## src/rtl/pfd_pkg.sv

```systemverilog
`timescale 1ns / 1ps
// ----------------------------------------------------------------------------
// pfd_pkg
// Shared constants and control/status types of the padded frame deframer.
// ----------------------------------------------------------------------------
package pfd_pkg;

  localparam int ID_BYTES   = 16;
  localparam int ID_IDX_W   = $clog2(ID_BYTES);
  localparam int ID_W       = 8 * ID_BYTES;
  localparam int HEAD_BYTES = 5;
  localparam int HEAD_CNT_W = $clog2(HEAD_BYTES);
  localparam int CFG_ADDR_W = 4;
  localparam int CFG_DATA_W = 64;

  // frame commands
  localparam logic [7:0] CMD_CONTINUE = 8'd0;
  localparam logic [7:0] CMD_END      = 8'd1;
  localparam logic [7:0] CMD_DIRECT   = 8'd2;

  // register select, taken from paddr[3]
  localparam logic REG_ID_HIGH = 1'b0;
  localparam logic REG_ID_LOW  = 1'b1;

  typedef struct packed {
    logic store_id;
    logic store_head;
    logic load_frame;
    logic dec_data;
    logic dec_pad;
    logic set_error;
    logic replay_start;
    logic replay_step;
    logic out_load;
    logic out_has;
    logic out_replay;
    logic out_last;
    logic out_pass;
  } pfd_cmd_t;

  typedef struct packed {
    logic out_free;
    logic id_full;
    logic id_match;
    logic data_nz;
    logic pad_nz;
    logic head_full;
    logic cmd_bad;
    logic frame_done;
    logic replay_last;
  } pfd_status_t;

endpackage

```

## src/rtl/pfd_if.sv

```systemverilog
`timescale 1ns / 1ps
// ----------------------------------------------------------------------------
// pfd_if
// Byte input channel and result output channel of the deframer.
// ----------------------------------------------------------------------------
interface pfd_in_if;
  logic       valid;
  logic       ready;
  logic [7:0] in_byte;

  modport source (output valid, output in_byte, input ready);
  modport sink   (input valid, input in_byte, output ready);
endinterface

interface pfd_out_if;
  logic       valid;
  logic       ready;
  logic       has_data;
  logic [7:0] out_byte;
  logic       last_of_run;
  logic       passthrough_now;
  logic       direct_seen;
  logic       proto_error;

  modport source (output valid, output has_data, output out_byte, output last_of_run,
                  output passthrough_now, output direct_seen, output proto_error,
                  input ready);
  modport sink   (input valid, input has_data, input out_byte, input last_of_run,
                  input passthrough_now, input direct_seen, input proto_error,
                  output ready);
endinterface

```

## src/rtl/pfd_regs.sv

```systemverilog
`timescale 1ns / 1ps
// ----------------------------------------------------------------------------
// pfd_regs
// APB register file holding the 128-bit frame identifier.
// ----------------------------------------------------------------------------
module pfd_regs (
  input  logic                           clk,
  input  logic                           rst,
  input  logic                           psel,
  input  logic                           penable,
  input  logic                           pwrite,
  input  logic [pfd_pkg::CFG_ADDR_W-1:0] paddr,
  input  logic [pfd_pkg::CFG_DATA_W-1:0] pwdata,
  output logic [pfd_pkg::CFG_DATA_W-1:0] prdata,
  output logic                           pready,
  output logic [pfd_pkg::ID_W-1:0]       id_ref
);

  logic [pfd_pkg::CFG_DATA_W-1:0] id_high;
  logic [pfd_pkg::CFG_DATA_W-1:0] id_low;
  logic                           wr_en;

  assign pready = 1'b1;
  assign wr_en  = psel && penable && pwrite;

  always_ff @(posedge clk) begin
    if (rst) begin
      id_high <= '0;
      id_low  <= '0;
    end else if (wr_en) begin
      case (paddr[3])
        pfd_pkg::REG_ID_HIGH: id_high <= pwdata;
        pfd_pkg::REG_ID_LOW:  id_low  <= pwdata;
        default: ;
      endcase
    end
  end

  always_comb begin
    case (paddr[3])
      pfd_pkg::REG_ID_HIGH: prdata = id_high;
      pfd_pkg::REG_ID_LOW:  prdata = id_low;
      default:              prdata = '0;
    endcase
  end

  assign id_ref = {id_high, id_low};

endmodule

```

## src/rtl/pfd_dp.sv

```systemverilog
`timescale 1ns / 1ps
// ----------------------------------------------------------------------------
// pfd_dp
// Datapath: identifier and header capture, frame counters, flags, result reg.
// ----------------------------------------------------------------------------
module pfd_dp (
  input  logic                      clk,
  input  logic                      rst,
  input  logic [7:0]                in_byte,
  input  logic [pfd_pkg::ID_W-1:0]  id_ref,
  input  pfd_pkg::pfd_cmd_t         cmd,
  output pfd_pkg::pfd_status_t      status,
  pfd_out_if.source                 out_ch
);

  logic [7:0]                        id_store [pfd_pkg::ID_BYTES];
  logic [pfd_pkg::ID_IDX_W-1:0]      id_count;
  logic [7:0]                        head_store [pfd_pkg::HEAD_BYTES-1];
  logic [pfd_pkg::HEAD_CNT_W-1:0]    head_count;
  logic [15:0]                       data_remaining;
  logic [15:0]                       pad_remaining;
  logic                              end_pending;
  logic                              direct_flag;
  logic                              error_flag;
  logic [pfd_pkg::ID_IDX_W-1:0]      replay_idx;

  logic [pfd_pkg::ID_W-1:0]          id_word;
  logic [15:0]                       hdr_data;
  logic [15:0]                       hdr_pad;
  logic                              direct_next;
  logic                              error_next;
  logic [7:0]                        out_sel;

  logic                              out_valid;
  logic                              out_has;
  logic [7:0]                        out_byte_q;
  logic                              out_last;
  logic                              out_pass;
  logic                              out_direct;
  logic                              out_error;

  // gathered identifier, the current byte being the last one
  always_comb begin
    id_word = '0;
    for (int i = 0; i < pfd_pkg::ID_BYTES - 1; i++) begin
      id_word[pfd_pkg::ID_W-1-8*i -: 8] = id_store[i];
    end
    id_word[7:0] = in_byte;
  end

  assign hdr_data = {head_store[1], head_store[2]};
  assign hdr_pad  = {head_store[3], in_byte};

  always_comb begin
    status.out_free    = !out_valid || out_ch.ready;
    status.id_full     = (id_count == pfd_pkg::ID_IDX_W'(pfd_pkg::ID_BYTES - 1));
    status.id_match    = (id_word == id_ref);
    status.data_nz     = (data_remaining != 16'd0);
    status.pad_nz      = (pad_remaining != 16'd0);
    status.head_full   = (head_count == pfd_pkg::HEAD_CNT_W'(pfd_pkg::HEAD_BYTES - 1));
    status.cmd_bad     = (head_store[0] > pfd_pkg::CMD_DIRECT);
    status.replay_last = (replay_idx == pfd_pkg::ID_IDX_W'(pfd_pkg::ID_BYTES - 1));
    // end of an end/direct frame after the step the controller takes now
    if (data_remaining != 16'd0) begin
      status.frame_done = end_pending && (data_remaining == 16'd1) &&
                          (pad_remaining == 16'd0);
    end else if (pad_remaining != 16'd0) begin
      status.frame_done = end_pending && (pad_remaining == 16'd1);
    end else begin
      status.frame_done = (head_store[0] != pfd_pkg::CMD_CONTINUE) &&
                          (hdr_data == 16'd0) && (hdr_pad == 16'd0);
    end
  end

  assign direct_next = direct_flag ||
                       (cmd.load_frame && (head_store[0] == pfd_pkg::CMD_DIRECT));
  assign error_next  = error_flag || cmd.set_error;
  assign out_sel     = cmd.out_replay ? id_store[replay_idx] : in_byte;

  // byte stores, no reset
  always_ff @(posedge clk) begin
    if (cmd.store_id) begin
      id_store[id_count] <= in_byte;
    end
    if (cmd.store_head) begin
      head_store[head_count[pfd_pkg::HEAD_CNT_W-2:0]] <= in_byte;
    end
  end

  always_ff @(posedge clk) begin
    if (rst) begin
      id_count       <= '0;
      head_count     <= '0;
      data_remaining <= '0;
      pad_remaining  <= '0;
      end_pending    <= 1'b0;
      direct_flag    <= 1'b0;
      error_flag     <= 1'b0;
      replay_idx     <= '0;
    end else begin
      if (cmd.store_id) begin
        id_count <= id_count + 1'b1;  // wraps to zero after the last byte
      end
      if (cmd.store_head) begin
        head_count <= head_count + 1'b1;
      end else if (cmd.load_frame || cmd.set_error) begin
        head_count <= '0;
      end
      if (cmd.load_frame) begin
        data_remaining <= hdr_data;
        pad_remaining  <= hdr_pad;
        end_pending    <= (head_store[0] != pfd_pkg::CMD_CONTINUE);
      end else begin
        if (cmd.dec_data) data_remaining <= data_remaining - 16'd1;
        if (cmd.dec_pad)  pad_remaining  <= pad_remaining - 16'd1;
      end
      direct_flag <= direct_next;
      error_flag  <= error_next;
      if (cmd.replay_start) begin
        replay_idx <= '0;
      end else if (cmd.replay_step) begin
        replay_idx <= replay_idx + 1'b1;
      end
    end
  end

  // result register
  always_ff @(posedge clk) begin
    if (rst) begin
      out_valid <= 1'b0;
    end else if (cmd.out_load) begin
      out_valid <= 1'b1;
    end else if (out_ch.ready) begin
      out_valid <= 1'b0;
    end
  end

  always_ff @(posedge clk) begin
    if (cmd.out_load) begin
      out_has    <= cmd.out_has;
      out_byte_q <= cmd.out_has ? out_sel : 8'd0;
      out_last   <= cmd.out_last;
      out_pass   <= cmd.out_pass;
      out_direct <= direct_next;
      out_error  <= error_next;
    end
  end

  assign out_ch.valid           = out_valid;
  assign out_ch.has_data        = out_has;
  assign out_ch.out_byte        = out_byte_q;
  assign out_ch.last_of_run     = out_last;
  assign out_ch.passthrough_now = out_pass;
  assign out_ch.direct_seen     = out_direct;
  assign out_ch.proto_error     = out_error;

endmodule

```

## src/rtl/pfd_ctrl.sv

```systemverilog
`timescale 1ns / 1ps
// ----------------------------------------------------------------------------
// pfd_ctrl
// Phase controller: identifier check, frame parsing, replay, passthrough.
// ----------------------------------------------------------------------------
module pfd_ctrl (
  input  logic                 clk,
  input  logic                 rst,
  input  logic                 in_valid,
  output logic                 in_ready,
  input  pfd_pkg::pfd_status_t status,
  output pfd_pkg::pfd_cmd_t    cmd
);

  typedef enum logic [2:0] {
    S_GATHER,
    S_FRAMES,
    S_PASS,
    S_ERROR,
    S_REPLAY
  } state_t;

  state_t state;
  state_t state_next;
  logic   accept;

  assign in_ready = status.out_free && (state != S_REPLAY);
  assign accept   = in_valid && in_ready;

  always_comb begin
    cmd          = '0;
    cmd.out_last = 1'b1;
    state_next   = state;
    case (state)
      S_GATHER: begin
        if (accept) begin
          cmd.store_id = 1'b1;
          if (status.id_full) begin
            if (status.id_match) begin
              cmd.out_load = 1'b1;
              state_next   = S_FRAMES;
            end else begin
              // no result now; the 16 gathered bytes follow
              cmd.replay_start = 1'b1;
              state_next       = S_REPLAY;
            end
          end else begin
            cmd.out_load = 1'b1;
          end
        end
      end
      S_FRAMES: begin
        if (accept) begin
          cmd.out_load = 1'b1;
          if (status.data_nz) begin
            cmd.dec_data = 1'b1;
            cmd.out_has  = 1'b1;
            if (status.frame_done) state_next = S_PASS;
          end else if (status.pad_nz) begin
            cmd.dec_pad = 1'b1;
            if (status.frame_done) state_next = S_PASS;
          end else if (!status.head_full) begin
            cmd.store_head = 1'b1;
          end else if (status.cmd_bad) begin
            cmd.set_error = 1'b1;
            state_next    = S_ERROR;
          end else begin
            cmd.load_frame = 1'b1;
            if (status.frame_done) state_next = S_PASS;
          end
        end
      end
      S_PASS: begin
        if (accept) begin
          cmd.out_load = 1'b1;
          cmd.out_has  = 1'b1;
        end
      end
      S_ERROR: begin
        if (accept) begin
          cmd.out_load = 1'b1;
        end
      end
      S_REPLAY: begin
        if (status.out_free) begin
          cmd.out_load    = 1'b1;
          cmd.out_has     = 1'b1;
          cmd.out_replay  = 1'b1;
          cmd.replay_step = 1'b1;
          cmd.out_last    = status.replay_last;
          if (status.replay_last) state_next = S_PASS;
        end
      end
      default: begin
        state_next = S_GATHER;
      end
    endcase
    cmd.out_pass = (state_next == S_PASS) || (state == S_REPLAY);
  end

  always_ff @(posedge clk) begin
    if (rst) begin
      state <= S_GATHER;
    end else begin
      state <= state_next;
    end
  end

endmodule

```

## src/rtl/padded_frame_deframer.sv

```systemverilog
`timescale 1ns / 1ps
// ----------------------------------------------------------------------------
// padded_frame_deframer
// Unwraps a byte stream led by a 16-byte identifier and padded frames.
// ----------------------------------------------------------------------------
// One received byte is taken per clock in every phase and yields one result
// through a single output register, so the input moves whenever that register
// is empty or being drained. An identifier mismatch is the exception: the
// gathered 16 bytes come back from the identifier store as 16 results, one per
// cycle while the output register is free, and no input is taken. Frame
// headers are 5 bytes (command, 16-bit data length, 16-bit padding length,
// big endian); data bytes come out with has_data set, padding and header
// bytes give a result with has_data clear. The identifier sits in two 64-bit
// registers, id_high at byte address 0 and id_low at 8; paddr[3] selects.
// ----------------------------------------------------------------------------
module padded_frame_deframer (
  input  logic                           clk,
  input  logic                           rst,
  pfd_in_if.sink                         in_ch,
  pfd_out_if.source                      out_ch,
  input  logic                           psel,
  input  logic                           penable,
  input  logic                           pwrite,
  input  logic [pfd_pkg::CFG_ADDR_W-1:0] paddr,
  input  logic [pfd_pkg::CFG_DATA_W-1:0] pwdata,
  output logic [pfd_pkg::CFG_DATA_W-1:0] prdata,
  output logic                           pready
);

  logic [pfd_pkg::ID_W-1:0] id_ref;
  pfd_pkg::pfd_cmd_t        cmd;
  pfd_pkg::pfd_status_t     status;

  pfd_regs u_regs (
    .clk     (clk),
    .rst     (rst),
    .psel    (psel),
    .penable (penable),
    .pwrite  (pwrite),
    .paddr   (paddr),
    .pwdata  (pwdata),
    .prdata  (prdata),
    .pready  (pready),
    .id_ref  (id_ref)
  );

  pfd_ctrl u_ctrl (
    .clk      (clk),
    .rst      (rst),
    .in_valid (in_ch.valid),
    .in_ready (in_ch.ready),
    .status   (status),
    .cmd      (cmd)
  );

  pfd_dp u_dp (
    .clk     (clk),
    .rst     (rst),
    .in_byte (in_ch.in_byte),
    .id_ref  (id_ref),
    .cmd     (cmd),
    .status  (status),
    .out_ch  (out_ch)
  );

endmodule
```

## src/flat_wrapper.sv

```systemverilog
// flat-port wrapper written by rule: the top's interface ports become plain ports
module padded_frame_deframer_flat 
  (clk, rst, psel, penable, pwrite, paddr, pwdata, prdata, pready, in_ch_valid, in_ch_in_byte, in_ch_ready, out_ch_valid, out_ch_has_data, out_ch_out_byte, out_ch_last_of_run, out_ch_passthrough_now, out_ch_direct_seen, out_ch_proto_error, out_ch_ready);
  pfd_in_if in_ch_i ();
  pfd_out_if out_ch_i ();
  input  logic clk;
  input  logic rst;
  input  logic psel;
  input  logic penable;
  input  logic pwrite;
  input  logic [pfd_pkg::CFG_ADDR_W-1:0] paddr;
  input  logic [pfd_pkg::CFG_DATA_W-1:0] pwdata;
  output logic [pfd_pkg::CFG_DATA_W-1:0] prdata;
  output logic pready;
  input wire logic [$bits(in_ch_i.valid)-1:0] in_ch_valid;
  input wire logic [$bits(in_ch_i.in_byte)-1:0] in_ch_in_byte;
  output wire logic [$bits(in_ch_i.ready)-1:0] in_ch_ready;
  output wire logic [$bits(out_ch_i.valid)-1:0] out_ch_valid;
  output wire logic [$bits(out_ch_i.has_data)-1:0] out_ch_has_data;
  output wire logic [$bits(out_ch_i.out_byte)-1:0] out_ch_out_byte;
  output wire logic [$bits(out_ch_i.last_of_run)-1:0] out_ch_last_of_run;
  output wire logic [$bits(out_ch_i.passthrough_now)-1:0] out_ch_passthrough_now;
  output wire logic [$bits(out_ch_i.direct_seen)-1:0] out_ch_direct_seen;
  output wire logic [$bits(out_ch_i.proto_error)-1:0] out_ch_proto_error;
  input wire logic [$bits(out_ch_i.ready)-1:0] out_ch_ready;
  assign in_ch_i.valid = in_ch_valid;
  assign in_ch_i.in_byte = in_ch_in_byte;
  assign in_ch_ready = in_ch_i.ready;
  assign out_ch_valid = out_ch_i.valid;
  assign out_ch_has_data = out_ch_i.has_data;
  assign out_ch_out_byte = out_ch_i.out_byte;
  assign out_ch_last_of_run = out_ch_i.last_of_run;
  assign out_ch_passthrough_now = out_ch_i.passthrough_now;
  assign out_ch_direct_seen = out_ch_i.direct_seen;
  assign out_ch_proto_error = out_ch_i.proto_error;
  assign out_ch_i.ready = out_ch_ready;
  padded_frame_deframer u_core (.clk(clk), .rst(rst), .in_ch(in_ch_i), .out_ch(out_ch_i), .psel(psel), .penable(penable), .pwrite(pwrite), .paddr(paddr), .pwdata(pwdata), .prdata(prdata), .pready(pready));
endmodule
```

## config.mk

```make
export PLATFORM = sky130hd
export DESIGN_NAME = padded_frame_deframer_flat
export DESIGN_NICKNAME = d
export VERILOG_FILES = /design/src/rtl/pfd_pkg.sv /design/src/rtl/pfd_if.sv /design/src/rtl/pfd_regs.sv /design/src/rtl/pfd_dp.sv /design/src/rtl/pfd_ctrl.sv /design/src/rtl/padded_frame_deframer.sv /design/src/flat_wrapper.sv
export SDC_FILE = /design/constraint.sdc
export NUM_CORES = 1
export LEC_CHECK = 0
export BUFFER_PORTS_ARGS = -buffer_cell sky130_fd_sc_hd__buf_2
export CAP_MARGIN = 10
export CORE_MARGIN = 1.5
export CORE_UTILIZATION = 54
export CTS_CLUSTER_SIZE = 16
export DETAILED_ROUTE_END_ITERATION = 6
export GPL_TIMING_DRIVEN = 0
export PLACE_DENSITY = 0.77
export SLEW_MARGIN = 20
export SYNTH_ARGS = -nofsm -noshare
export SYNTH_HDL_FRONTEND = slang
export SYNTH_HIERARCHICAL = 1
export SYNTH_SLANG_ARGS = --single-unit
export TNS_END_PERCENT = 1
```

## constraint.sdc

```tcl
create_clock -name clk -period 3.37 [get_ports clk]
set_clock_uncertainty 0.05 [all_clocks]
set_input_delay 0.674 -clock clk [delete_from_list [all_inputs] [get_ports clk]]
set_output_delay 0.674 -clock clk [all_outputs]
set_load 0.02 [all_outputs]
```

==> reports/qor.txt, run 1 <==
STA
----------------------------------------------------------------------------------------
Post-route setup TNS                                                                0 ps
Highest attainable clock frequency                                               310 MHz
Total of endpoints with negative setup slack in the final report                       0
Final worst path period share                                                      95.8%
Relative slew margins                                                              44.8%
Number of pins with negative max-slew slack in the final report                        0
Unrepaired setup endpoints after global routing                                      yes
Number of hold violations in the final report                                          0
Post-layout minimum cycle time                                                   3230 ps
Transition time of the tightest slew-check pin                                    827 ps

FLOORPLANNING
----------------------------------------------------------------------------------------
Die Span Y                                                                        180 um
Width of the chip                                                                 180 um
Initial standard-cell utilization of the core                                      54.9%
Total core area                                                               0.0307 mm2
Number of top-level design ports                                                     163
Die outline area                                                              0.0323 mm2
Number of rows created at floorplan                                                   64

CLOCKING
----------------------------------------------------------------------------------------
Clock-pin slew on the worst setup and hold paths                                   60 ps
Insertion delay to the later sink of the worst-skew pair                          540 ps
Clk buf depth                                                                          3
Root buf cell                                                               sky130_fd_sc_hd__clkbuf_16
Clock Sink Count                                                                     355
Num CTS Buffers                                                                       38
CTS H-tree depth                                                                       2
Cts hold-fix bufs                                                                      0
Clock tree from TritonCTS                                                           done

CELLS AND AREA
----------------------------------------------------------------------------------------
Inserted Diodes                                                                        0
Commonest non-fill, non-tap cells in the layout                             sky130_fd_sc_hd__nand2b_1 (197), sky130_fd_sc_hd__dfxtp_1 (182), sky130_fd_sc_hd__buf_2 (180), sky130_fd_sc_hd__edfxtp_1 (173)
Combined flip-flop and latch cell area                                       0.00884 mm2
Layout area overhead                                                               15.2%
Most common cell after layout, fill and taps aside                          sky130_fd_sc_hd__nand2b_1
Count of filler cells inserted in the layout                                       2,348
Fraction of final layout cells sized beyond drive strength 1                       22.9%
Fin cells                                                                          2,000
Final design instance area without fill                                       0.0194 mm2
Area taken by multi-input logic gates                                        0.00768 mm2
Net total in the final layout                                                      1,671

WORST HOLD PATH
----------------------------------------------------------------------------------------
End of the worst hold path                                                  u_core/u_regs/id_low[6]
Min-delay worst type                                                        input pin to flop
HP Start                                                                       pwdata[6]
Depth of the worst hold-timing path                                                    3

SYNTH
----------------------------------------------------------------------------------------
Synth area leaders                                                          sky130_fd_sc_hd__edfxtp_1 (31%), sky130_fd_sc_hd__dfxtp_1 (22%), sky130_fd_sc_hd__mux2i_1 (8.2%)
Flops & latches, synth                                                               355
Number of synthesized flops with an enable pin                                       173
Cell variety after synth                                                              63
Async set-reset flop share out of synthesis                                           0%
Post-Syn Instances                                                                 1,378
Mapped Nets                                                                        1,474
Library cell occupying the most area in the post-synthesis netlist          sky130_fd_sc_hd__edfxtp_1
Yosys synthesis warning count                                                          6
Yosys top cell area share                                                          30.8%
Portion of the post-synthesis area used by sequential elements                     52.5%
Area of the mapped netlist                                                    0.0168 mm2
Top flip-flop cell by instance count after synthesis                        sky130_fd_sc_hd__dfxtp_1
Synthesized area per cell                                                       12.2 um2

PLACEMENT
----------------------------------------------------------------------------------------
Port buffer count                                                                    158
Placed cell area                                                              0.0181 mm2
HPWL after detailed placement                                                    35.0 mm
Routability-driven placement congestion ratio                                      0.975
Number of placed instances with taps included                                      1,932

WORST SETUP PATH
----------------------------------------------------------------------------------------
Cells on worst reg2reg path                                                           12
Crit-path cells                                                             or4_4 > or2_4 > nor4_4 > nand2_2 > buf_4 > nand3_1 > a21oi_1 > o21a_2 > and2_1 > clkbuf_1 > o21ai_1 > nand2_1
Critical Path Fanout Max                                                              10
Slowest CP cell                                                             sky130_fd_sc_hd__or4_4
WS Path Type                                                                flop to flop
Req. time, crit path                                                             3570 ps
Element type at the critical path end                                               flop
CP Data Arrival Time                                                             3430 ps
Kind of launch point of the worst setup path                                        flop
Largest stage delay, worst path                                                   570 ps
R2r endpoint                                                                u_core/u_dp/out_ch.out_byte[2]
R2r setup slk                                                                     140 ps
Origin of the critical flop-to-flop path                                    u_core/u_dp/data_remaining[6]

GLOBAL ROUTING
----------------------------------------------------------------------------------------
Number of antenna violations at the first check in global routing                      0
Grt total ovfl                                                                         0
Via count of the first global-routing pass                                        11,800
Maximum number of pins on one net before global-route repair                          25
Global-route wire length before repair                                           71.6 mm
Total routing usage reported by global routing                                     29.2%

FLOW RUN
----------------------------------------------------------------------------------------
Number of maximum-capacitance constraint violations                                    0

POWER AND IR DROP
----------------------------------------------------------------------------------------
Internal cell power                                                            0.00722 W
Sequential cell fraction of total power                                            50.1%
Proportion of total power due to net switching                                     22.3%
Peak supply drop                                                                  438 uV
Clock group share of total power                                                   44.1%
Cell Pwr Density                                                              479 mW/mm2
Gate power share                                                                    5.8%
Leak pwr                                                                         7.41 nW
Net Sw Power                                                                   0.00207 W

ROUTE
----------------------------------------------------------------------------------------
Average via count per standard cell                                                 5.92
Count of routing violations after the opening detailed-route iteration             1,184
Antenna Nets Post-Route                                                                0
Total via count after detailed routing                                            11,800
Average detailed-routed wire length per instance                                 23.9 um
Number of search-and-repair iterations in the first detailed-routing pass              6
Aggregate routed wire length                                                     47.8 mm
Remaining design rule violation count                                                  0

RUN STATUS
----------------------------------------------------------------------------------------
Run status                                                                  finished, final reports clean

-- cell type report --
cell class / count / share of cell area (%)
buffer: 71 / 1.71
clock buffer: 59 / 5.70
clock inverter: 10 / 0.522
inverter: 13 / 0.252
multi-input combinational: 937 / 39.6
sequential: 355 / 45.6
tap: 396 / 2.55
timing repair buffer: 159 / 4.11
-- state kept, by name (all words and copies together), names as in the netlist, 3 cells and up, named ones only --
register,count
u_core/u_dp/id_store,128
u_core/u_regs/id_high,64
u_core/u_regs/id_low,64
u_core/u_dp/head_store,32
u_core/u_dp/data_remaining,16
u_core/u_dp/pad_remaining,16
u_core/u_dp/out_ch.out_byte,8
u_core/u_dp/id_count,4
u_core/u_dp/replay_idx,4
u_core/u_ctrl/state,3
u_core/u_dp/head_count,3
-- power groups by stage --
stage / Clock (W) / Combinational (W) / Sequential (W)
finish: 0.00410 / 0.000540 / 0.00465
global route: 0.00432 / 0.000571 / 0.00465
floorplan: 0 / 0.000303 / 0.00472
global placement: 0 / 0.000519 / 0.00474
CTS: 0.00414 / 0.000532 / 0.00465
detailed placement: 0 / 0.000528 / 0.00474
-- metal layers --
metal / wire length [um] / vias to the layer above / track usage (%)
met2: 22100 / 570 / 46.9
met4: 2400 / 0 / 14.3
met1: 19200 / 5807 / 38.3
met3: 4040 / 128 / 5.17
met5: 0 / - / 0
li1: - / 5335 / -
-- logic make-up after synthesis --
logic type	count (synthesis)	share of synthesized area, %
AND/OR/NAND/NOR	452	15.9
flip-flops	355	52.5
multiplexers	234	16.8
XOR/XNOR	160	8.32
buffers and inverters	86	2.27
AO/OA/AOI/OAI	77	3.34
adder cells (fa/ha/maj)	13	0.966
other	1	0.0223
-- worst max-delay path: cells and delay by family, from the launching register on --
kind            cells  cell delay (ps)
simple gates        7             1650
compound gates      3              550
buf+inv             2              370
flops               1              350
-- synthesized netlist by cell type, types with 2 or more instances --
cell,n
sky130_fd_sc_hd__mux4_2,32
sky130_fd_sc_hd__and3_1,5
sky130_fd_sc_hd__nand4_1,40
sky130_fd_sc_hd__and4_1,2
sky130_fd_sc_hd__xnor2_1,138
sky130_fd_sc_hd__ha_1,13
sky130_fd_sc_hd__nand3b_1,11
sky130_fd_sc_hd__o31ai_1,2
sky130_fd_sc_hd__mux2i_1,138
sky130_fd_sc_hd__o21ai_0,12
sky130_fd_sc_hd__nor3_1,16
sky130_fd_sc_hd__a2111o_1,2
sky130_fd_sc_hd__inv_1,12
sky130_fd_sc_hd__a211oi_2,2
sky130_fd_sc_hd__a22o_1,16
sky130_fd_sc_hd__buf_2,21
sky130_fd_sc_hd__or2_2,3
sky130_fd_sc_hd__nand3_1,3
sky130_fd_sc_hd__a21oi_1,16
sky130_fd_sc_hd__nor2_1,54
sky130_fd_sc_hd__or4_1,4
sky130_fd_sc_hd__and2_1,26
sky130_fd_sc_hd__mux2_2,64
sky130_fd_sc_hd__a211oi_1,14
sky130_fd_sc_hd__or3_1,7
sky130_fd_sc_hd__and4b_1,2
sky130_fd_sc_hd__nor4_1,25
sky130_fd_sc_hd__nand2_1,35
sky130_fd_sc_hd__dfxtp_1,182
sky130_fd_sc_hd__a311oi_1,4
sky130_fd_sc_hd__a31oi_1,2
sky130_fd_sc_hd__clkbuf_1,41
sky130_fd_sc_hd__nand2b_1,197
sky130_fd_sc_hd__buf_4,3
sky130_fd_sc_hd__and3b_1,2
sky130_fd_sc_hd__buf_1,5
sky130_fd_sc_hd__nor2b_1,4
sky130_fd_sc_hd__nand4b_1,2
sky130_fd_sc_hd__nor3b_1,2
sky130_fd_sc_hd__edfxtp_1,173
sky130_fd_sc_hd__buf_6,3
sky130_fd_sc_hd__xor2_1,22
-- repair_timing --
item / 4_1_cts / 5_1_grt
setup buffers: 1 / 0
pin swaps: 1 / 0
resized for setup: 5 / 25
setup endpoints to repair: 55 / 88
-- through the flow --
stage / setup slack (ps) / utilization [%] / hold slack (ps) / power [W]
final: 143 / 63.3 / 372 / 0.00929
after CTS: 7.98 / 63.2 / 368 / 0.00932
after global routing: -4.76 / 63.3 / 376 / 0.00954
after floorplan: 202 / - / 378 / 0.00503
after detailed placement: -377 / 59.1 / 441 / 0.00527
after global placement: -691 / 59.1 / 399 / 0.00526
-- worst max-delay path by stage --
| stage | startpoint | end | slack (ps) | cells after the start |
|---|---|---|---|---|
| floorplan | u_core/u_dp/data_remaining[6] | u_core/u_dp/pad_remaining[15] | 200 | 11 |
| global placement | in_ch_in_byte[3] | u_core/u_dp/out_ch.out_byte[6] | -690 | 9 |
| detailed placement | in_ch_in_byte[3] | u_core/u_dp/out_ch.out_byte[2] | -380 | 9 |
| CTS | u_core/u_dp/data_remaining[6] | u_core/u_dp/out_ch.out_byte[5] | 8 | 13 |
| global route | u_core/u_dp/data_remaining[6] | u_core/u_dp/out_ch.out_byte[2] | -5 | 12 |
| finish | u_core/u_dp/data_remaining[6] | u_core/u_dp/out_ch.out_byte[2] | 140 | 12 |
(Power assumes the default switching activity.)
==> run 2: changes to the inputs <==
--- a/config.mk
+++ b/config.mk
@@ -8,11 +8,11 @@
 export BUFFER_PORTS_ARGS = -buffer_cell sky130_fd_sc_hd__buf_2
 export CAP_MARGIN = 10
 export CORE_MARGIN = 1.5
-export CORE_UTILIZATION = 54
+export CORE_UTILIZATION = 60
 export CTS_CLUSTER_SIZE = 16
 export DETAILED_ROUTE_END_ITERATION = 6
 export GPL_TIMING_DRIVEN = 0
-export PLACE_DENSITY = 0.77
+export PLACE_DENSITY = 0.81
 export SLEW_MARGIN = 20
 export SYNTH_ARGS = -nofsm -noshare
 export SYNTH_HDL_FRONTEND = slang
==> constraint.sdc (replaced) <==
create_clock -name clk -period 3.2 [get_ports clk]
set_clock_uncertainty 0.05 [all_clocks]
set_input_delay 0.64 -clock clk [delete_from_list [all_inputs] [get_ports clk]]
set_output_delay 0.64 -clock clk [all_outputs]
set_load 0.02 [all_outputs]
==> run 2 against run 1 <==
Compared with the run above: clock power rose by 12%; routed wire length is 0.68% higher; final cell count down 0.75%; sequential power rose by 5.4%.
==> reports/qor.txt, run 2 (synthesis gave the netlist of run 1 again) <==
FLOORPLANNING
----------------------------------------------------------------------------------------
Number of top-level design ports                                                     163
Die outline area                                                              0.0291 mm2
Initial standard-cell utilization of the core                                      60.8%
Die Span Y                                                                        171 um
Width of the chip                                                                 171 um
Number of rows created at floorplan                                                   61
Total core area                                                               0.0277 mm2

PLACEMENT
----------------------------------------------------------------------------------------
HPWL after detailed placement                                                    34.8 mm
Routability-driven placement congestion ratio                                       1.00
Post-place setup slack                                                           -783 ps
Number of placed instances with taps included                                      1,914
Port buffer count                                                                    158

STA
----------------------------------------------------------------------------------------
Unrepaired setup endpoints after global routing                                      yes
Final worst path period share                                                      97.2%
Number of pins with negative max-slew slack in the final report                        0
Relative slew margins                                                              43.3%
Highest attainable clock frequency                                               322 MHz
Total of endpoints with negative setup slack in the final report                       0
Post-layout minimum cycle time                                                   3110 ps
Transition time of the tightest slew-check pin                                    851 ps
Post-route setup slack                                                           90.2 ps
Number of hold violations in the final report                                          0

CELLS AND AREA
----------------------------------------------------------------------------------------
Count of filler cells inserted in the layout                                       1,924
Fraction of final layout cells sized beyond drive strength 1                       23.5%
Commonest non-fill, non-tap cells in the layout                             sky130_fd_sc_hd__nand2b_1 (197), sky130_fd_sc_hd__dfxtp_1 (182), sky130_fd_sc_hd__buf_2 (179), sky130_fd_sc_hd__edfxtp_1 (173), sky130_fd_sc_hd__xnor2_1 (138)
Largest regs                                                                u_core/u_dp/id_store x128, u_core/u_regs/id_high x64, u_core/u_regs/id_low x64
Layout area overhead                                                               15.9%
Inserted Diodes                                                                        0
Most flops, register                                                        u_core/u_dp/id_store
Fin cells                                                                          1,985
Net total in the final layout                                                      1,673
Max reg flops                                                                        128
Final core occ                                                                     70.5%
Most common cell after layout, fill and taps aside                          sky130_fd_sc_hd__nand2b_1

POWER AND IR DROP
----------------------------------------------------------------------------------------
Peak supply drop                                                                  450 uV
Proportion of total power due to net switching                                     21.9%
Gate power share                                                                    5.7%
Leak pwr                                                                         7.48 nW
Cell Pwr Density                                                              516 mW/mm2
Clock group share of total power                                                   45.8%
Net Sw Power                                                                   0.00221 W
Sequential cell fraction of total power                                            48.6%
Internal cell power                                                            0.00787 W

CLOCKING
----------------------------------------------------------------------------------------
Clock tree from TritonCTS                                                           done
Clock Sink Count                                                                     355
Insertion delay to the later sink of the worst-skew pair                          520 ps
CTS H-tree depth                                                                       2
Root buf cell                                                               sky130_fd_sc_hd__clkbuf_16
Clk buf depth                                                                          3
Num CTS Buffers                                                                       38
Clock-pin slew on the worst setup and hold paths                                   60 ps

WORST SETUP PATH
----------------------------------------------------------------------------------------
Kind of launch point of the worst setup path                                        flop
Critical Path Fanout Max                                                              10
Cells on worst reg2reg path                                                           12
Element type at the critical path end                                               flop
Req. time, crit path                                                             3410 ps
CP Data Arrival Time                                                             3320 ps
WS Path Type                                                                flop to flop

GLOBAL ROUTING
----------------------------------------------------------------------------------------
Routing usage on met1                                                              42.3%
Met3 Usage GRT                                                                     5.39%
Number of antenna violations at the first check in global routing                      0
Total routing usage reported by global routing                                     33.2%
Maximum number of pins on one net before global-route repair                          25
Global-route wire length before repair                                           70.7 mm
Via count of the first global-routing pass                                        11,900
GRT met2 Usage                                                                     54.3%
Busiest grt layer                                                                   met2
Grt total ovfl                                                                         0

ROUTE
----------------------------------------------------------------------------------------
Average via count per standard cell                                                 6.05
Antenna Nets Post-Route                                                                0
Aggregate routed wire length                                                     48.1 mm
Average detailed-routed wire length per instance                                 24.2 um
Total via count after detailed routing                                            12,000
Remaining design rule violation count                                                  0
Count of routing violations after the opening detailed-route iteration             1,108
Number of search-and-repair iterations in the first detailed-routing pass              5

WORST HOLD PATH
----------------------------------------------------------------------------------------
Depth of the worst hold-timing path                                                    3
Min-delay worst type                                                        input pin to flop

FLOW RUN
----------------------------------------------------------------------------------------
Number of maximum-capacitance constraint violations                                    0

RUN STATUS
----------------------------------------------------------------------------------------
Run status                                                                  finished, final reports clean

[run 2: changes by cell type in the layout (fill, tap and decap cells not counted), moves of 3 or more]
cell | previous run | this run
sky130_fd_sc_hd__buf_4 | 4 | 7
sky130_fd_sc_hd__bufinv_16 | 2 | 5
sky130_fd_sc_hd__clkbuf_1 | 49 | 43
sky130_fd_sc_hd__clkinv_2 | 2 | 5
sky130_fd_sc_hd__o21ai_0 | 4 | 7
[run 2: critical path, stage by stage (launching register included)]
cell and delay [ps]:
sky130_fd_sc_hd__dfxtp_1 350, sky130_fd_sc_hd__or4_1 580, sky130_fd_sc_hd__or2_4 290, sky130_fd_sc_hd__nor4_4 230
sky130_fd_sc_hd__nand2_2 100, sky130_fd_sc_hd__buf_4 160, sky130_fd_sc_hd__nand3_1 70, sky130_fd_sc_hd__a21oi_1 70
sky130_fd_sc_hd__o21a_2 300, sky130_fd_sc_hd__and2_1 180, sky130_fd_sc_hd__clkbuf_1 180, sky130_fd_sc_hd__o21ai_1 220
sky130_fd_sc_hd__nand2_1 90
[run 2: stage by stage]
step | area [um2] | setup TNS [ps] | hold WS, ps | power (W)
2_1_floorplan | 16800 | 0 | 378 | 0.00529
3_3_place_gp | 18100 | -22590 | 394 | 0.00554
3_5_place_dp | 18100 | -33160 | 410 | 0.00555
4_1_cts | 19500 | 0 | 343 | 0.0101
5_1_grt | 19500 | -323 | 357 | 0.0103
6_report | 19500 | 0 | 352 | 0.0101
[run 2: area by class of cell]
class,count,area (um2),share of cell area [%]
sequential,355,8840,45.3
buffer,71,340,1.74
tap,378,473,2.42
timing repair buffer,161,813,4.17
multi-input combinational,937,7700,39.4
inverter,13,48.8,0.250
clock inverter,17,206,1.06
clock buffer,53,1100,5.64
[run 2: path summary, 6_finish.rpt]
path	from	end	slack [ps]
setup reg to reg	u_core/u_dp/data_remaining[3]	u_core/u_dp/out_ch.out_byte[4]	90
setup / recovery	u_core/u_dp/data_remaining[3]	u_core/u_dp/out_ch.out_byte[4]	90
hold reg to reg	u_core/u_dp/head_count[2]	u_core/u_dp/head_count[2]	410
hold / removal	pwdata[59]	u_core/u_regs/id_high[59]	350
[run 2: power groups by stage]
stage	logic, W	registers (W)	clock network, W
final	0.000571	0.00490	0.00461
after global routing	0.000603	0.00490	0.00480
after CTS	0.000563	0.00489	0.00462
after detailed placement	0.000556	0.00499	0
after global placement	0.000545	0.00499	0
after floorplan	0.000319	0.00497	0
[run 2: what timing repair did]
item / in CTS / in global routing
setup endpoints to repair: 89 / 76
pin swaps: 1 / 2
hold buffers: 0 / 0
setup buffers: 1 / 2
cloned: 0 / 0
resized for setup: 21 / 17
[run 2: metal layers]
layer | vias to the layer above | wire length [um]
li1 | 5353 | -
met1 | 5831 | 18500
met2 | 678 | 22600
met3 | 150 | 4410
met4 | 0 | 2620
met5 | - | 0
==> run 3: changes to the inputs <==
--- a/config.mk
+++ b/config.mk
@@ -5,6 +5,7 @@
 export SDC_FILE = /design/constraint.sdc
 export NUM_CORES = 1
 export LEC_CHECK = 0
+export ABC_AREA = 1
 export BUFFER_PORTS_ARGS = -buffer_cell sky130_fd_sc_hd__buf_2
 export CAP_MARGIN = 10
 export CORE_MARGIN = 1.5
@@ -12,8 +13,8 @@
 export CTS_CLUSTER_SIZE = 16
 export DETAILED_ROUTE_END_ITERATION = 6
 export GPL_TIMING_DRIVEN = 0
-export PLACE_DENSITY = 0.81
-export SLEW_MARGIN = 20
+export PLACE_DENSITY = 0.8
+export SLEW_MARGIN = 10
 export SYNTH_ARGS = -nofsm -noshare
 export SYNTH_HDL_FRONTEND = slang
 export SYNTH_HIERARCHICAL = 1
==> run 3 against run 2 <==
Compared with the run above: critical path depth is 3 higher; combinational power is 29% higher; critical path type is now input pin to flop; final cell count up 60%; register-to-register slack improved by 110 ps; non-clock buffer count rose by 34.
==> reports/qor.txt, run 3 <==
POWER AND IR DROP
----------------------------------------------------------------------------------------
Net Sw Power                                                                   0.00246 W
Internal cell power                                                            0.00773 W
Total power draw                                                                0.0102 W
Sequential cell fraction of total power                                            48.4%
Cell Pwr Density                                                              485 mW/mm2
Leak pwr                                                                         9.92 nW
Proportion of total power due to net switching                                     24.2%
Clock group share of total power                                                   44.3%
Gate power share                                                                    7.3%
Peak supply drop                                                                  349 uV

WORST SETUP PATH
----------------------------------------------------------------------------------------
Cells on worst reg2reg path                                                           17
Crit-path cells                                                             buf_2 > inv_1 > nand2_1 > nand2_1 > nor2_1 > nand2_1 > nor2_1 > nand2_1 > nor2_1 > nand2_1 > nor2_1 > nor2_1 > nor2_1 > nor2_1 > o221ai_2
Kind of launch point of the worst setup path                                   input pin
Slowest CP cell                                                             sky130_fd_sc_hd__buf_2
Element type at the critical path end                                               flop
Setup crit start                                                            in_ch_in_byte[6]
Critical Path Fanout Max                                                              23
R2r setup slk                                                                     200 ps
Origin of the critical flop-to-flop path                                    u_core/u_dp/data_remaining[0]
WS Path Type                                                                input pin to flop
CP most frequent cell                                                       sky130_fd_sc_hd__nor2_1
R2r endpoint                                                                u_core/u_dp/pad_remaining[4]
CP Data Arrival Time                                                             3190 ps
Largest stage delay, worst path                                                   570 ps
Critical Path Sink                                                          u_core/u_dp/out_ch.out_byte[5]
Req. time, crit path                                                             3300 ps

SYNTH
----------------------------------------------------------------------------------------
Area of the mapped netlist                                                    0.0184 mm2
List of most frequent post-synthesis cells                                  sky130_fd_sc_hd__nand2_1 (777), sky130_fd_sc_hd__nor2_1 (538), sky130_fd_sc_hd__inv_1 (283)
Top flip-flop cell by instance count after synthesis                        sky130_fd_sc_hd__dfxtp_1
Flops & latches, synth                                                               355
Synth area leaders                                                          sky130_fd_sc_hd__edfxtp_1 (28%), sky130_fd_sc_hd__dfxtp_1 (20%), sky130_fd_sc_hd__nand2_1 (16%)
Async set-reset flop share out of synthesis                                           0%
Leading cell type by number of instances after synthesis                    sky130_fd_sc_hd__nand2_1
Yosys top cell area share                                                          28.2%
Yosys synthesis warning count                                                          6
Mapped Nets                                                                        2,656
Library cell occupying the most area in the post-synthesis netlist          sky130_fd_sc_hd__edfxtp_1
Portion of the post-synthesis area used by sequential elements                     48.1%
Post-Syn Instances                                                                 2,560
Cell variety after synth                                                              44
Number of synthesized flops with an enable pin                                       173
Synthesized area per cell                                                       7.18 um2

STA
----------------------------------------------------------------------------------------
Highest attainable clock frequency                                               324 MHz
Post-route setup TNS                                                                0 ps
Total of endpoints with negative setup slack in the final report                       0
Number of hold violations in the final report                                          0
Post-route setup slack                                                            113 ps
Relative slew margins                                                              22.7%
Post-layout minimum cycle time                                                   3090 ps
Number of pins with negative max-slew slack in the final report                        0
Transition time of the tightest slew-check pin                                   1160 ps
Unrepaired setup endpoints after global routing                                      yes
Final worst path period share                                                      96.5%

PLACEMENT
----------------------------------------------------------------------------------------
Placed cell area                                                              0.0197 mm2
Port buffer count                                                                    158
Post-place setup slack                                                           -290 ps
Routability-driven placement congestion ratio                                      0.993
HPWL after detailed placement                                                    42.0 mm

FLOORPLANNING
----------------------------------------------------------------------------------------
Die Span Y                                                                        178 um
Number of top-level design ports                                                     163
Number of rows created at floorplan                                                   63
Initial standard-cell utilization of the core                                      61.6%
Total core area                                                               0.0299 mm2
Die outline area                                                              0.0317 mm2
Width of the chip                                                                 178 um

CLOCKING
----------------------------------------------------------------------------------------
Insertion delay to the later sink of the worst-skew pair                          540 ps
Root buf cell                                                               sky130_fd_sc_hd__clkbuf_16
Post-cts resize count                                                                  0
CTS H-tree depth                                                                       2
Clock Sink Count                                                                     355
Cts hold-fix bufs                                                                      0
Clock tree from TritonCTS                                                           done
Clk buf depth                                                                          3
Clock-pin slew on the worst setup and hold paths                                   60 ps
Num CTS Buffers                                                                       39
Buffers inserted during post-CTS setup optimization                                    0

CELLS AND AREA
----------------------------------------------------------------------------------------
Count of filler cells inserted in the layout                                       2,538
Most flops, register                                                        u_core/u_dp/id_store
Commonest non-fill, non-tap cells in the layout                             sky130_fd_sc_hd__nand2_1 (777), sky130_fd_sc_hd__nor2_1 (538), sky130_fd_sc_hd__inv_1 (283), sky130_fd_sc_hd__nand3_1 (244), sky130_fd_sc_hd__buf_2 (222)
Final design instance area without fill                                       0.0210 mm2
Layout area overhead                                                               14.1%
Inserted Diodes                                                                        0
Fraction of final layout cells sized beyond drive strength 1                       11.9%
Most common cell after layout, fill and taps aside                          sky130_fd_sc_hd__nand2_1
Net total in the final layout                                                      2,855
Max reg flops                                                                        128
Final core occ                                                                     70.3%
Largest regs                                                                u_core/u_dp/id_store x128, u_core/u_regs/id_high x64, u_core/u_regs/id_low x64

GLOBAL ROUTING
----------------------------------------------------------------------------------------
Total routing usage reported by global routing                                     36.8%
Global-route wire length before repair                                           88.2 mm
Grt total ovfl                                                                         0
Maximum number of pins on one net before global-route repair                          25
Number of antenna violations at the first check in global routing                      1
Via count of the first global-routing pass                                        16,700

RUN STATUS
----------------------------------------------------------------------------------------
Run status                                                                  finished, final reports clean

ROUTE
----------------------------------------------------------------------------------------
Number of search-and-repair iterations in the first detailed-routing pass              6
Total via count after detailed routing                                            17,900
Remaining design rule violation count                                                  0
Aggregate routed wire length                                                     58.4 mm
Average via count per standard cell                                                 5.63
Count of routing violations after the opening detailed-route iteration             1,952
Antenna Nets Post-Route                                                                0
Average detailed-routed wire length per instance                                 18.4 um

WORST HOLD PATH
----------------------------------------------------------------------------------------
Min-delay worst type                                                        input pin to flop

FLOW RUN
----------------------------------------------------------------------------------------
Number of maximum-capacitance constraint violations                                    0

-- run 3: cell count changes in the layout (fill, tap and decap cells not counted), moves of 43 or more --
cell	previous run	this run
sky130_fd_sc_hd__xnor2_1	138	3
sky130_fd_sc_hd__nand3_1	3	244
sky130_fd_sc_hd__nand2b_1	197	0
sky130_fd_sc_hd__buf_2	179	222
sky130_fd_sc_hd__mux2_2	64	0
sky130_fd_sc_hd__inv_1	12	283
sky130_fd_sc_hd__mux2i_1	137	0
sky130_fd_sc_hd__nand2_1	34	777
sky130_fd_sc_hd__nor2_1	51	538
-- run 3: layout make-up --
class / instances / area (um2) / area share (%)
Sequential cell: 355 / 8840 / 42.1
Timing Repair Buffer: 158 / 791 / 3.77
Clock inverter: 14 / 156 / 0.745
Clock buffer: 58 / 1140 / 5.43
Buffer: 108 / 556 / 2.65
Inverter: 290 / 1090 / 5.19
Multi-Input combinational cell: 1807 / 7930 / 37.8
Tap cell: 390 / 488 / 2.32
-- run 3: power by group through the flow --
stage	registers, W	logic [W]	clock network (W)
6_report	0.00493	0.000739	0.00452
4_1_cts	0.00493	0.000724	0.00454
5_1_grt	0.00494	0.000807	0.00474
2_1_floorplan	0.00501	0.000428	0
3_5_place_dp	0.00503	0.000717	0
3_3_place_gp	0.00502	0.000699	0
-- run 3: cells by family after synthesis --
kind of cell | Yosys count | share of synthesized area, %
other | 1 | 0.0204
flip-flops | 355 | 48.1
adder cells (fa/ha/maj) | 13 | 0.884
AND/OR/NAND/NOR | 1607 | 35.4
buffers and inverters | 398 | 8.89
XOR/XNOR | 54 | 2.57
AO/OA/AOI/OAI | 132 | 4.22
-- run 3: routing by layer --
layer	vias to the layer above	global-route usage (%)	share of wire, %	wire length [um]
met5	-	0	0.031	18
met4	2	15.9	3.9	2290
met3	166	5.99	11	6290
met2	1011	58.5	45	26400
met1	8320	49.9	40	23400
li1	8405	-	-	-
-- run 3: through the flow --
step | std cells | hold slack [ps]
floorplan | 2560 | 386
global placement | 3108 | 393
detailed placement | 3108 | 397
CTS | 3180 | 290
global route | 3180 | 300
finish | 3180 | 308
-- run 3: how the worst min path moves through the flow --
stage                         endpoint               startpoint  cells after the start  slack [ps]
2_1_floorplan  u_core/u_dp/direct_flag  u_core/u_dp/direct_flag                      2         390
3_3_place_gp    u_core/u_dp/error_flag   u_core/u_dp/error_flag                      2         390
3_5_place_dp    u_core/u_dp/error_flag   u_core/u_dp/error_flag                      2         400
4_1_cts         u_core/u_ctrl/state[0]                      rst                      2         290
5_1_grt         u_core/u_ctrl/state[1]                      rst                      2         300
6_report        u_core/u_ctrl/state[0]                      rst                      2         310
-- run 3: critical path, delay by kind of cell --
| kind | cells | cell delay (ps) |
|---|---|---|
| AOI/OAI and AO/OA | 1 | 310 |
| and+or+nand+nor | 12 | 1390 |
| buffers and inverters | 2 | 820 |
